--- src/rtl/hrbt_pkg.sv ---
// Shared types and constants of the HTTP request byte tokenizer.
package hrbt_pkg;

    localparam logic [7:0] CH_LF    = 8'h0A;
    localparam logic [7:0] CH_CR    = 8'h0D;
    localparam logic [7:0] CH_SP    = 8'h20;
    localparam logic [7:0] CH_QUEST = 8'h3F;
    localparam logic [7:0] CH_HASH  = 8'h23;
    localparam logic [7:0] CH_AMP   = 8'h26;
    localparam logic [7:0] CH_EQ    = 8'h3D;
    localparam logic [7:0] CH_COLON = 8'h3A;

    typedef enum logic [3:0] {
        CLS_DELIM  = 4'd0,
        CLS_METHOD = 4'd1,
        CLS_PATH   = 4'd2,
        CLS_QNAME  = 4'd3,
        CLS_QVALUE = 4'd4,
        CLS_FRAG   = 4'd5,
        CLS_VER    = 4'd6,
        CLS_HNAME  = 4'd7,
        CLS_HVALUE = 4'd8,
        CLS_GARB   = 4'd9
    } byte_class_t;

    typedef enum logic [2:0] {
        ERR_NONE      = 3'd0,
        ERR_NO_LF     = 3'd1,
        ERR_SHORT     = 3'd2,
        ERR_NO_CR     = 3'd3,
        ERR_MISSING   = 3'd4,
        ERR_EMPTY_URI = 3'd5,
        ERR_ORDER     = 3'd6
    } error_code_t;

    localparam logic [1:0] SEC_LINE = 2'd0;
    localparam logic [1:0] SEC_HDR  = 2'd1;
    localparam logic [1:0] SEC_REST = 2'd2;

    localparam logic [1:0] FLD_METHOD = 2'd0;
    localparam logic [1:0] FLD_URI    = 2'd1;
    localparam logic [1:0] FLD_VER    = 2'd2;

    localparam logic [1:0] URI_PATH  = 2'd0;
    localparam logic [1:0] URI_QUERY = 2'd1;
    localparam logic [1:0] URI_FRAG  = 2'd2;

    localparam logic [1:0] PH_NAME  = 2'd0;
    localparam logic [1:0] PH_SKIP  = 2'd1;
    localparam logic [1:0] PH_VALUE = 2'd2;

    localparam logic [2:0] HM_FULL  = 3'd4;
    localparam logic [2:0] HM_NONE  = 3'd5;
    localparam logic [2:0] HM_VALUE = 3'd6;

    typedef struct packed {
        logic [7:0]  data;
        byte_class_t cls;
        logic        start;
        logic        host;
        error_code_t err;
        logic        eom;
    } result_t;

    // Up to two results per request, compacted so that slot a is used first.
    typedef struct packed {
        logic    wr_a;
        logic    wr_b;
        result_t a;
        result_t b;
    } res_push_t;

    function automatic logic [7:0] host_char(input logic [1:0] idx);
        case (idx)
            2'd0:    host_char = 8'h48;
            2'd1:    host_char = 8'h6F;
            2'd2:    host_char = 8'h73;
            default: host_char = 8'h74;
        endcase
    endfunction

endpackage

--- src/rtl/http_request_byte_tokenizer.sv ---
// Top level of the HTTP request byte tokenizer.
//   Channel   Direction  Handshake     Payload
//   input     in         push / full   data_byte, last_byte
//   result    out        pop / empty   out_byte, byte_class, token_start, host_value,
//                                      error_code, end_of_message
// One byte is taken every cycle while full is low; its result leaves with the next
// byte (both on the last), classified in that cycle, then kept in the four-entry queue.
// full rises when fewer than two queue entries are free, since one request may
// give two results. Reset clears the parse state and empties the queue.
module http_request_byte_tokenizer
(
    input  logic       clk,
    input  logic       rst_n,
    input  logic       push,
    output logic       full,
    input  logic [7:0] data_byte,
    input  logic       last_byte,
    output logic       empty,
    input  logic       pop,
    output logic [7:0] out_byte,
    output logic [3:0] byte_class,
    output logic       token_start,
    output logic       host_value,
    output logic [2:0] error_code,
    output logic       end_of_message
);
    import hrbt_pkg::*;

    res_push_t res;
    result_t   head;
    logic      take;

    assign take = push && !full;

    hrbt_front u_front
    (
        .clk       (clk),
        .rst_n     (rst_n),
        .take      (take),
        .data_byte (data_byte),
        .last_byte (last_byte),
        .res       (res)
    );

    hrbt_back u_back
    (
        .clk   (clk),
        .rst_n (rst_n),
        .res   (res),
        .pop   (pop),
        .full  (full),
        .empty (empty),
        .head  (head)
    );

    assign out_byte       = head.data;
    assign byte_class     = head.cls;
    assign token_start    = head.start;
    assign host_value     = head.host;
    assign error_code     = head.err;
    assign end_of_message = head.eom;

endmodule

--- src/rtl/hrbt_front.sv ---
// Front part: holds one byte, classifies it against the next one and tracks parse state.
module hrbt_front
(
    input  logic                clk,
    input  logic                rst_n,
    input  logic                take,
    input  logic [7:0]          data_byte,
    input  logic                last_byte,
    output hrbt_pkg::res_push_t res
);
    import hrbt_pkg::*;

    typedef struct packed {
        logic [1:0]  section;
        logic [1:0]  line_field;
        logic [1:0]  uri_part;
        logic [1:0]  pair_phase;
        logic [1:0]  line_length;
        logic        token_nonempty;
        logic [2:0]  host_match;
        error_code_t sticky_error;
        logic        lf_expected;
    } pstate_t;

    typedef struct packed {
        pstate_t     st;
        byte_class_t cls;
        logic        ts;
        logic        hv;
    } cls_res_t;

    function automatic cls_res_t classify(input pstate_t s, input logic [7:0] b,
                                          input logic next_lf);
        cls_res_t r;
        r.st  = s;
        r.cls = CLS_DELIM;
        r.ts  = 1'b0;
        r.hv  = 1'b0;
        if (s.sticky_error != ERR_NONE) begin
            r.cls = CLS_GARB;
            return r;
        end
        if (s.lf_expected) begin
            r.st.lf_expected = 1'b0;
            if (b == CH_LF) begin
                r.st.line_length = 2'd0;
                return r;
            end
        end
        if (r.st.section >= SEC_REST) begin
            r.ts = ~r.st.token_nonempty;
            r.st.token_nonempty = 1'b1;
            r.cls = CLS_GARB;
            return r;
        end
        if (b == CH_LF) begin
            if (r.st.section == SEC_LINE) begin
                r.st.sticky_error = (r.st.line_length < 2'd2) ? ERR_SHORT : ERR_NO_CR;
                r.cls = CLS_GARB;
            end else if (r.st.line_length >= 2'd2) begin
                r.st.sticky_error = ERR_NO_CR;
                r.cls = CLS_GARB;
            end else begin
                r.st.section = SEC_REST;
                r.st.token_nonempty = 1'b0;
                r.st.line_length = 2'd0;
            end
            return r;
        end
        if (next_lf && r.st.line_length == 2'd0) begin
            if (r.st.section == SEC_LINE) begin
                r.st.sticky_error = ERR_SHORT;
                r.cls = CLS_GARB;
            end else begin
                r.st.section = SEC_REST;
                r.st.token_nonempty = 1'b0;
                r.st.lf_expected = 1'b1;
            end
            return r;
        end
        if (next_lf && b == CH_CR) begin
            if (r.st.section == SEC_LINE) begin
                if (r.st.line_field != FLD_VER || !r.st.token_nonempty) begin
                    r.st.sticky_error = ERR_MISSING;
                    r.cls = CLS_GARB;
                    return r;
                end
                r.st.section = SEC_HDR;
            end
            r.st.pair_phase = PH_NAME;
            r.st.host_match = 3'd0;
            r.st.token_nonempty = 1'b0;
            r.st.lf_expected = 1'b1;
            return r;
        end
        if (r.st.line_length < 2'd2) begin
            r.st.line_length = r.st.line_length + 2'd1;
        end
        // Line content. Delimiters leave the class at its default.
        if (r.st.section == SEC_LINE) begin
            if (r.st.line_field == FLD_METHOD) begin
                if (b != CH_SP) begin
                    r.cls = CLS_METHOD;
                end else if (!r.st.token_nonempty) begin
                    r.st.sticky_error = ERR_MISSING;
                    r.cls = CLS_GARB;
                    return r;
                end else begin
                    r.st.line_field = FLD_URI;
                    r.st.uri_part = URI_PATH;
                    r.st.pair_phase = PH_NAME;
                    r.st.token_nonempty = 1'b0;
                    return r;
                end
            end else if (r.st.line_field == FLD_URI) begin
                if (b == CH_SP) begin
                    if (r.st.uri_part == URI_PATH && !r.st.token_nonempty) begin
                        r.st.sticky_error = ERR_MISSING;
                        r.cls = CLS_GARB;
                    end else begin
                        r.st.line_field = FLD_VER;
                        r.st.token_nonempty = 1'b0;
                    end
                    return r;
                end
                if (r.st.uri_part == URI_PATH) begin
                    if (b == CH_QUEST || b == CH_HASH) begin
                        if (!r.st.token_nonempty) begin
                            r.st.sticky_error = ERR_EMPTY_URI;
                            r.cls = CLS_GARB;
                        end else begin
                            r.st.uri_part = (b == CH_QUEST) ? URI_QUERY : URI_FRAG;
                            r.st.pair_phase = PH_NAME;
                            r.st.token_nonempty = 1'b0;
                        end
                        return r;
                    end
                    r.cls = CLS_PATH;
                end else if (r.st.uri_part == URI_QUERY) begin
                    if (b == CH_QUEST) begin
                        r.st.sticky_error = ERR_ORDER;
                        r.cls = CLS_GARB;
                        return r;
                    end
                    if (b == CH_HASH) begin
                        r.st.uri_part = URI_FRAG;
                        r.st.token_nonempty = 1'b0;
                        return r;
                    end
                    if (b == CH_AMP) begin
                        r.st.pair_phase = PH_NAME;
                        r.st.token_nonempty = 1'b0;
                        return r;
                    end
                    if (b == CH_EQ && r.st.pair_phase == PH_NAME) begin
                        r.st.pair_phase = PH_SKIP;
                        r.st.token_nonempty = 1'b0;
                        return r;
                    end
                    r.cls = (r.st.pair_phase != PH_NAME) ? CLS_QVALUE : CLS_QNAME;
                end else begin
                    if (b == CH_QUEST) begin
                        r.st.sticky_error = ERR_ORDER;
                        r.cls = CLS_GARB;
                        return r;
                    end
                    r.cls = CLS_FRAG;
                end
            end else begin
                r.cls = CLS_VER;
            end
        end else begin
            if (r.st.pair_phase == PH_NAME) begin
                if (b == CH_COLON) begin
                    r.st.host_match = (r.st.host_match == HM_FULL) ? HM_VALUE : HM_NONE;
                    r.st.pair_phase = PH_SKIP;
                    r.st.token_nonempty = 1'b0;
                    return r;
                end
                if (r.st.host_match < HM_FULL && b == host_char(r.st.host_match[1:0])) begin
                    r.st.host_match = r.st.host_match + 3'd1;
                end else begin
                    r.st.host_match = HM_NONE;
                end
                r.cls = CLS_HNAME;
            end else if (r.st.pair_phase == PH_SKIP) begin
                r.st.pair_phase = PH_VALUE;
                r.st.token_nonempty = 1'b0;
                return r;
            end else begin
                r.hv = (r.st.host_match == HM_VALUE);
                r.cls = CLS_HVALUE;
            end
        end
        r.ts = ~r.st.token_nonempty;
        r.st.token_nonempty = 1'b1;
        return r;
    endfunction

    pstate_t    st_reg, st_next;
    logic [7:0] held_reg, held_next;
    logic       held_valid_reg, held_valid_next;

    cls_res_t r0, r1;
    pstate_t  st1;
    logic     b_lf, in_line;
    result_t  res0, res1;

    always_comb
    begin
        b_lf    = (data_byte == CH_LF);
        in_line = last_byte && st_reg.section == SEC_HDR &&
                  st_reg.sticky_error == ERR_NONE && !b_lf && held_reg != CH_LF;
        r0 = classify(st_reg, held_reg, b_lf);
        st1 = held_valid_reg ? r0.st : st_reg;

        res0.data  = held_reg;
        res0.cls   = in_line ? CLS_GARB : r0.cls;
        res0.start = in_line ? 1'b1 : r0.ts;
        res0.host  = in_line ? 1'b0 : r0.hv;
        res0.err   = r0.st.sticky_error;
        res0.eom   = 1'b0;

        r1 = classify(st1, data_byte, 1'b0);
        res1.data = data_byte;
        res1.eom  = 1'b1;
        if (st1.section == SEC_HDR && st1.sticky_error == ERR_NONE && !b_lf) begin
            // An unterminated last header line turns into garbage.
            res1.cls   = CLS_GARB;
            res1.start = ~(held_valid_reg & in_line);
            res1.host  = 1'b0;
            res1.err   = st1.sticky_error;
        end else if (r1.st.sticky_error == ERR_NONE && r1.st.section == SEC_LINE) begin
            res1.cls   = CLS_GARB;
            res1.start = 1'b0;
            res1.host  = 1'b0;
            res1.err   = ERR_NO_LF;
        end else begin
            res1.cls   = r1.cls;
            res1.start = r1.ts;
            res1.host  = r1.hv;
            res1.err   = r1.st.sticky_error;
        end

        res.wr_a = take && (held_valid_reg || last_byte);
        res.wr_b = take && held_valid_reg && last_byte;
        res.a    = held_valid_reg ? res0 : res1;
        res.b    = res1;

        st_next         = st_reg;
        held_next       = held_reg;
        held_valid_next = held_valid_reg;
        if (take) begin
            if (last_byte) begin
                st_next         = '0;
                held_next       = 8'h00;
                held_valid_next = 1'b0;
            end else begin
                st_next         = st1;
                held_next       = data_byte;
                held_valid_next = 1'b1;
            end
        end
    end

    always_ff @(posedge clk or negedge rst_n)
    begin
        if (!rst_n)
        begin
            st_reg         <= '0;
            held_reg       <= 8'h00;
            held_valid_reg <= 1'b0;
        end
        else
        begin
            st_reg         <= st_next;
            held_reg       <= held_next;
            held_valid_reg <= held_valid_next;
        end
    end

endmodule

--- src/rtl/hrbt_back.sv ---
// Back part: four-entry result queue taking up to two results a cycle, one out a cycle.
module hrbt_back
(
    input  logic                clk,
    input  logic                rst_n,
    input  hrbt_pkg::res_push_t res,
    input  logic                pop,
    output logic                full,
    output logic                empty,
    output hrbt_pkg::result_t   head
);
    import hrbt_pkg::*;

    result_t    mem [4];
    logic [1:0] wr_reg, wr_next, rd_reg, rd_next;
    logic [2:0] cnt_reg, cnt_next;
    logic       do_pop;

    always_comb
    begin
        empty    = (cnt_reg == 3'd0);
        full     = (cnt_reg > 3'd2);
        head     = mem[rd_reg];
        do_pop   = pop && !empty;
        wr_next  = wr_reg + {1'b0, res.wr_a} + {1'b0, res.wr_b};
        rd_next  = rd_reg + {1'b0, do_pop};
        cnt_next = cnt_reg + {2'b00, res.wr_a} + {2'b00, res.wr_b} - {2'b00, do_pop};
    end

    always_ff @(posedge clk)
    begin
        if (res.wr_a)
        begin
            mem[wr_reg] <= res.a;
        end
        if (res.wr_b)
        begin
            mem[wr_reg + 2'd1] <= res.b;
        end
    end

    always_ff @(posedge clk or negedge rst_n)
    begin
        if (!rst_n)
        begin
            wr_reg  <= 2'd0;
            rd_reg  <= 2'd0;
            cnt_reg <= 3'd0;
        end
        else
        begin
            wr_reg  <= wr_next;
            rd_reg  <= rd_next;
            cnt_reg <= cnt_next;
        end
    end

endmodule
--- config.mk ---
export PLATFORM = sky130hd
export DESIGN_NAME = http_request_byte_tokenizer
export DESIGN_NICKNAME = d
export VERILOG_FILES = /design/src/rtl/hrbt_pkg.sv /design/src/rtl/http_request_byte_tokenizer.sv /design/src/rtl/hrbt_front.sv /design/src/rtl/hrbt_back.sv
export SDC_FILE = /design/constraint.sdc
export NUM_CORES = 1
export LEC_CHECK = 0
export BUFFER_PORTS_ARGS = -buffer_cell sky130_fd_sc_hd__buf_2
export CORE_ASPECT_RATIO = 2
export CORE_MARGIN = 1.5
export CORE_UTILIZATION = 30
export DETAILED_ROUTE_END_ITERATION = 12
export GPL_TIMING_DRIVEN = 0
export PLACE_DENSITY_LB_ADDON = 0.15
export SLEW_MARGIN = 30
export SYNTH_ARGS = -nofsm -noshare
export SYNTH_HDL_FRONTEND = slang
export SYNTH_SLANG_ARGS = --single-unit
--- constraint.sdc ---
create_clock -name clk -period 9.45 [get_ports clk]
set_clock_uncertainty 0.1 [all_clocks]
set_input_delay 1.89 -clock clk [delete_from_list [all_inputs] [get_ports clk]]
set_output_delay 1.89 -clock clk [all_outputs]
set_load 0.01 [all_outputs]
==> metrics.md, run 1 <==
| Metric | Value |
|---|---|
| Pins Over Slew Limit | 0 |
| Unrepaired setup endpoints after global routing | false |
| Seq/Total Area, Yosys | 0.3675 |
| Post-synth EDFFs | 68 |
| Num ports | 33 |
| Top_reg_cell synth | edfxtp_1 |
| CTS-repair resized insts | 0 |
| #FFs+latches synth | 106 |
| Synth area leader | edfxtp_1 |
| RePlAce Congestion | 1.000 |
| Gr usage total | 0.2658 |
| Pwr/cell area | 287.7 nW/um2 |
| Initial antenna violation count | 0 |
| Yosys top cell area share | 0.2524 |
| Die width | 119.1 um |
| CTS tree | built |
| Seq. cell area | 2973 um2 |
| Post-synthesis cell type count | 85 |
| Clock slew at reported path FFs | 0.08 ns |
| Main area contributors after synthesis | edfxtp_1, dfrtp_1, mux4_2 |
| Max capacitance violation total | 0 |
| Max incr delay on CP | 0.83 ns |
| Total global routing overflow | 0 |
| Hold_ws | 0.3827 ns |
| CP endpoint kind | flop |
| Clock sink count | 106 |
| Maximum clock insertion buffer count | 2 |
| Setup violators final | 0 |
| Most frequent cells in the layout | nand2_1, nor2_1, a21oi_1, edfxtp_1, o21ai_0 |
| Vias/cell | 6.200 |
| Post-CTS setup buffers | 0 |
| Rel. slew slack | 0.3514 |
| CORE AREA | 26380 um2 |
| Global-route wire length before repair | 54.40 mm |
| Synthesized net count | 961 |
| Crit Path Category | reg2reg |
| Critical path's slowest cell | a41oi_1 |
| Worst Hold Class | reg2reg |
| Outcome | finished clean |
| Hpwl dp | 29.44 mm |
| CTS Root Cell | clkbuf_16 |
| Final TNS setup | 0 ns |
| Worst IR drop on VDD | 0.1158 mV |
| Full die area | 28020 um2 |
| DR vias | 8227 |
| Dpl cell area | 8708 um2 |
| Total Power | 2592 uW |
| Layout cells sized above 1 | 0.1058 |
| I/O Buffers | 29 |
| Largest net degree at the start of global routing | 35 |
| # H-tree levels | 3 |
| First-pass DRT Iterations | 7 |
| Worst-path maximum fanout | 10 |
| Drt wl/cell | 28.03 um |
| CP Launch Type | flop |
| Final instance area | 9009 um2 |
| Max reg flops | 72 |
| Yosys warns | 0 |
| Num CTS Buffers | 9 |
| Worst slew pin tran | 0.9640 ns |
| Worst skew pair latency | 0.37 ns |
| Starting density of the core | 0.3067 |
| Final critical-path share of the clock period | 0.7115 |
| Core Rows | 84 |
| Post-Syn Area | 8090 um2 |
| CP Cell Sequence | clkbuf_1, or2_2, clkbuf_1, clkbuf_1, a21oi_1, o21ai_0, ha_1, a21oi_1, o211ai_1, nand3_1, a41oi_1, o2111ai_1, a21oi_1, o211ai_1, and4b_1, buf_2, nor3_2, a22oi_1 |
| Vias in the first global route | 8581 |
| DRT antenna net count | 0 |
| Final Hold Fails | 0 |
| Post-Synthesis Cells | 938 |
| Area delta synth->final | 11.35% |
| WL final | 37.20 mm |
| DRC | 0 |
| Mapped Avg Cell Area | 8.625 um2 |
| Minimum clock period | 6.724 ns |
| Asr flop ratio synth | 0.3208 |
| DRT iter0 DRCs | 806 |
| Critical Path RT | 9.43 ns |
| Hold Buf Count CTS | 0 |
| Utilization after layout | 0.3415 |
| Fmax | 0.1487 GHz |
| Most common cell after layout, fill and taps aside | nand2_1 |
| Leakage power | 0.003217 uW |
| # diodes | 0 |
| Die Y | 235.2 um |
| Nets@finish | 1001 |
| Worst path arrival time | 6.71 ns |
| FILL cells | 2760 |
| Multi-input logic area | 4837 um2 |
synthesized netlist by cell type (5+ instances only):
| master | number |
|---|---|
| nand2_1 | 106 |
| nor2_1 | 102 |
| a21oi_1 | 70 |
| edfxtp_1 | 68 |
| o21ai_0 | 61 |
| clkbuf_1 | 49 |
| dfrtp_1 | 34 |
| nand3_1 | 34 |
| a22o_1 | 30 |
| inv_1 | 23 |
| nor3_1 | 20 |
| a31oi_1 | 18 |
| mux4_2 | 18 |
| and3_1 | 16 |
| o211ai_1 | 16 |
| o31ai_1 | 16 |
| a21o_1 | 12 |
| a22oi_1 | 10 |
| nand3b_1 | 10 |
| nand4_1 | 10 |
| nor4_1 | 9 |
| o22ai_1 | 9 |
| or2_2 | 9 |
| or3_1 | 9 |
| a21boi_0 | 8 |
| nand2b_1 | 8 |
| nor2b_1 | 8 |
| o21ai_1 | 8 |
| a211oi_1 | 7 |
| buf_2 | 7 |
| ha_1 | 7 |
| a211o_1 | 6 |
| a41oi_1 | 6 |
| nor3b_1 | 6 |
| nor4b_1 | 5 |
where the power goes:
part / internal [uW] / switching, uW
logic: 466 / 1060
clock network: 187 / 206
registers: 613 / 62.6
total: 1270 / 1330
area by class of cell:
| cell class | instances | share of cell area |
|---|---|---|
| Buffer | 60 | 0.02611 |
| Clock buffer | 9 | 0.02500 |
| Clock inverter | 7 | 0.007778 |
| Inverter | 24 | 0.01000 |
| Multi-Input combinational cell | 748 | 0.5369 |
| Sequential cell | 106 | 0.3300 |
| Tap cell | 344 | 0.04778 |
| Timing Repair Buffer | 29 | 0.01639 |
worst paths after layout:
kind                                            end  cells after the start  slack (ns)               start
worst min register to register     u_back.mem[1][0]                      2        0.38    u_back.mem[1][0]
worst max register to register     u_back.mem[3][9]                     18        2.73  u_front.st_reg[16]
worst max-delay path               u_back.mem[3][9]                     18        2.73  u_front.st_reg[16]
min in group asynchronous       u_front.held_reg[3]                      1        1.39               rst_n
worst min-delay path               u_back.mem[1][0]                      2        0.38    u_back.mem[1][0]
max in group asynchronous         u_front.st_reg[1]                      1        7.41               rst_n
layer usage:
metal / up-vias / part of all wire / track usage
li1: 3701 / - / -
met1: 4032 / 0.32 / 0.2362
met2: 344 / 0.56 / 0.5195
met3: 150 / 0.036 / 0.03149
met4: 0 / 0.088 / 0.2154
met5: - / 0 / 0
stage by stage:
stage / cells / worst slack [ns]
2_1_floorplan: 938 / 3.817
3_3_place_gp: 1311 / 2.362
3_5_place_dp: 1311 / 2.719
4_1_cts: 1327 / 2.924
5_1_grt: 1327 / 2.492
6_report: 1327 / 2.726
critical path: cells and delay by family (launching register included):
family	cells	cell delay, ns
fa+ha+maj	1	0.42
compound gates	9	2.84
buf+inv	4	1.46
simple gates	4	1.26
flops	1	0.33
logic make-up (layout without fill, tap and decap cells):
logic type / count (synthesis) / after routing / share of synthesized area
AND/OR/NAND/NOR: 380 / 380 / 0.2355
AO/OA/AOI/OAI: 330 / 330 / 0.2771
flip-flops: 106 / 106 / 0.3675
buffers and inverters: 84 / 129 / 0.04005
multiplexers: 21 / 21 / 0.05397
adder cells (fa/ha/maj): 10 / 10 / 0.01825
XOR/XNOR: 7 / 7 / 0.007578
(Power assumes the default switching activity.)
==> run 2, diff against run 1 <==
==> constraint.sdc (replaced) <==
create_clock -name clk -period 5.5 [get_ports clk]
set_clock_uncertainty 0.1 [all_clocks]
set_input_delay 1.1 -clock clk [delete_from_list [all_inputs] [get_ports clk]]
set_output_delay 1.1 -clock clk [all_outputs]
set_load 0.01 [all_outputs]
==> metrics.md, run 2 (synthesis results as in run 1) <==
| Metric | Value |
|---|---|
| Outcome | finished clean |
| Critical Path RT | 5.60 ns (-3.83 ns) |
| I/O Buffers | 29 (unchanged) |
| RePlAce Congestion | 1.000 (unchanged) |
| Fmax | 0.1883 GHz (+27%) |
| First-pass DRT Iterations | 5 (-2) |
| Worst skew pair latency | 0.38 ns (about the same) |
| WL final | 37.18 mm (about the same) |
| Worst slew pin tran | 0.9598 ns (-0.004260 ns) |
| DRT antenna net count | 0 (unchanged) |
| Largest net degree at the start of global routing | 35 (unchanged) |
| CP Cell Sequence | buf_2, or4_1, buf_2, nor2_4, a21oi_1, inv_2, ha_4, nand3_2, nand2_2, a2111oi_0, a211o_1, o211ai_1, o2111ai_2, a21oi_1, o211ai_1, and4b_1, buf_2, o41a_1, o22ai_1 |
| Global-route wire length before repair | 54.80 mm (+0.74%) |
| Seq. cell area | 2974 um2 (about the same) |
| CTS Root Cell | clkbuf_16 |
| Critical path's slowest cell | or4_1 |
| CP endpoint kind | flop |
| CTS tree | built |
| Nets@finish | 1009 (+0.80%) |
| Final TNS setup | 0 ns (unchanged) |
| Full die area | 28020 um2 (unchanged) |
| Area delta synth->final | 14.17% |
| Pins Over Slew Limit | 0 (unchanged) |
| Num CTS Buffers | 9 (unchanged) |
| CP most frequent cell | buf_2 |
| DRT iter0 DRCs | 819 (+1.6%) |
| Minimum clock period | 5.312 ns (-1.412 ns) |
| Utilization after layout | 0.3501 (+0.008632) |
| Worst Hold Class | reg2reg |
| Layout cells sized above 1 | 0.1433 (+0.03749) |
| CP Launch Type | flop |
| Fin cells | 1335 (+0.60%) |
| Min-delay src | u_back.mem[1][0] |
| Die width | 119.1 um (unchanged) |
| Vias in the first global route | 8643 (+0.72%) |
| Max incr delay on CP | 0.52 ns (-0.31 ns) |
| Hpwl dp | 29.44 mm (unchanged) |
| Crit. Startpoint | u_front.held_reg[4] |
| Pwr/cell area | 493.7 nW/um2 (+72%) |
| DR vias | 8273 (+0.56%) |
| Die Y | 235.2 um (unchanged) |
| Maximum clock insertion buffer count | 2 (unchanged) |
| Worst IR drop on VDD | 0.2024 mV (+75%) |
| Final critical-path share of the clock period | 0.9658 (+0.2543) |
| DRC | 0 (unchanged) |
| Most frequent cells in the layout | nand2_1, nor2_1, edfxtp_1, a21oi_1, o21ai_0 |
| # diodes | 0 (unchanged) |
| Drt wl/cell | 27.85 um (-0.63%) |
| Max capacitance violation total | 0 (unchanged) |
| Worst path arrival time | 5.41 ns (-1.30 ns) |
| Placed insts | 1311 (unchanged) |
| Most common cell after layout, fill and taps aside | nand2_1 |
| Max reg flops | 72 (unchanged) |
| Num ports | 33 (unchanged) |
| Total Power | 4560 uW (+76%) |
| Vias/cell | 6.197 (about the same) |
| Final Hold Fails | 0 (unchanged) |
| Rel. slew slack | 0.3543 (+0.002866) |
| Core Rows | 84 (unchanged) |
| Total global routing overflow | 0 (unchanged) |
| Setup violators final | 0 (unchanged) |
| Gr usage total | 0.2676 (+0.001828) |
| # H-tree levels | 3 (unchanged) |
| Clock slew at reported path FFs | 0.08 ns (about the same) |
| Starting density of the core | 0.3067 (unchanged) |
| Crit Path Category | reg2reg |
| FILL cells | 2732 (-1.0%) |
| Multi-input logic area | 4975 um2 (+2.8%) |
| Origin of the critical flop-to-flop path | u_front.held_reg[4] |
| Clock sink count | 106 (unchanged) |
| Worst-path maximum fanout | 9 (-1) |
| CORE AREA | 26380 um2 (unchanged) |
| Leakage power | 0.003315 uW (+3.1%) |
| Initial antenna violation count | 0 (unchanged) |
==> run 2: cell count changes in the layout (fill, tap and decap cells not counted), moves of 3 or more <==
cell	previous run	this run
buf_4	1	12
clkbuf_1	49	44
o21ai_0	61	56
a21oi_1	70	67
a21oi_2	0	3
nand3_1	34	31
nand3_2	0	3
o21ai_1	8	11
==> run 2: critical path: cells and delay by family, from the launching register on <==
family | cells | cell delay, ns
buffers and inverters | 4 | 0.72
flip-flops | 1 | 0.36
AND/OR/NAND/NOR | 5 | 1.55
adder cells (fa/ha/maj) | 1 | 0.21
AO/OA/AOI/OAI | 9 | 2.19
==> run 2: layer usage <==
metal | share of wire | GRT usage | wire length (um)
met5 | 0 | 0 | 0
met4 | 0.095 | 0.2059 | 3533
met3 | 0.032 | 0.03270 | 1199
met2 | 0.55 | 0.5267 | 20580
met1 | 0.32 | 0.2386 | 11870
==> run 2: where the power goes <==
group | switching, uW | leakage [uW] | internal [uW]
clock network | 356 | 0.000147 | 321
registers | 134 | 0.00111 | 1050
logic | 1840 | 0.00206 | 855
==> run 2: through the flow <==
step	area, um2	setup WS (ns)	hold WS (ns)
after global placement	8666	-1.466	0.3530
after floorplan	8090	0.6566	0.3317
after global routing	9236	-0.04808	0.4139
after CTS	9138	0.01866	0.3890
final	9236	0.1881	0.3828
after detailed placement	8708	-1.012	0.3695
==> run 2: path summary, 6_finish.rpt <==
kind | end | slack, ns | cells past startpoint
min in group asynchronous | u_front.held_reg[3] | 0.60 | 1
min | u_back.mem[1][0] | 0.38 | 2
max | u_back.mem[1][5] | 0.19 | 19
max in group asynchronous | u_front.st_reg[16] | 4.21 | 1
max reg2reg | u_back.mem[1][5] | 0.19 | 19
min reg2reg | u_back.mem[1][0] | 0.38 | 2
==> run 2: final cells by class <==
cell class,count,share of cell area
Buffer,57,0.02479
Clock buffer,9,0.02438
Clock inverter,7,0.007586
Inverter,24,0.009753
Multi-Input combinational cell,748,0.5386
Sequential cell,106,0.3220
Tap cell,344,0.04660
Timing Repair Buffer,40,0.02628
==> run 2: repair_timing <==
item / 4_1_cts / 5_1_grt
hold buffers: 0 / 0
pin swaps: 3 / 6
setup buffers: 6 / 5
setup endpoints to repair: 24 / 19
resized for setup: 20 / 18
endpoints found under the hold margin: 0 / 0
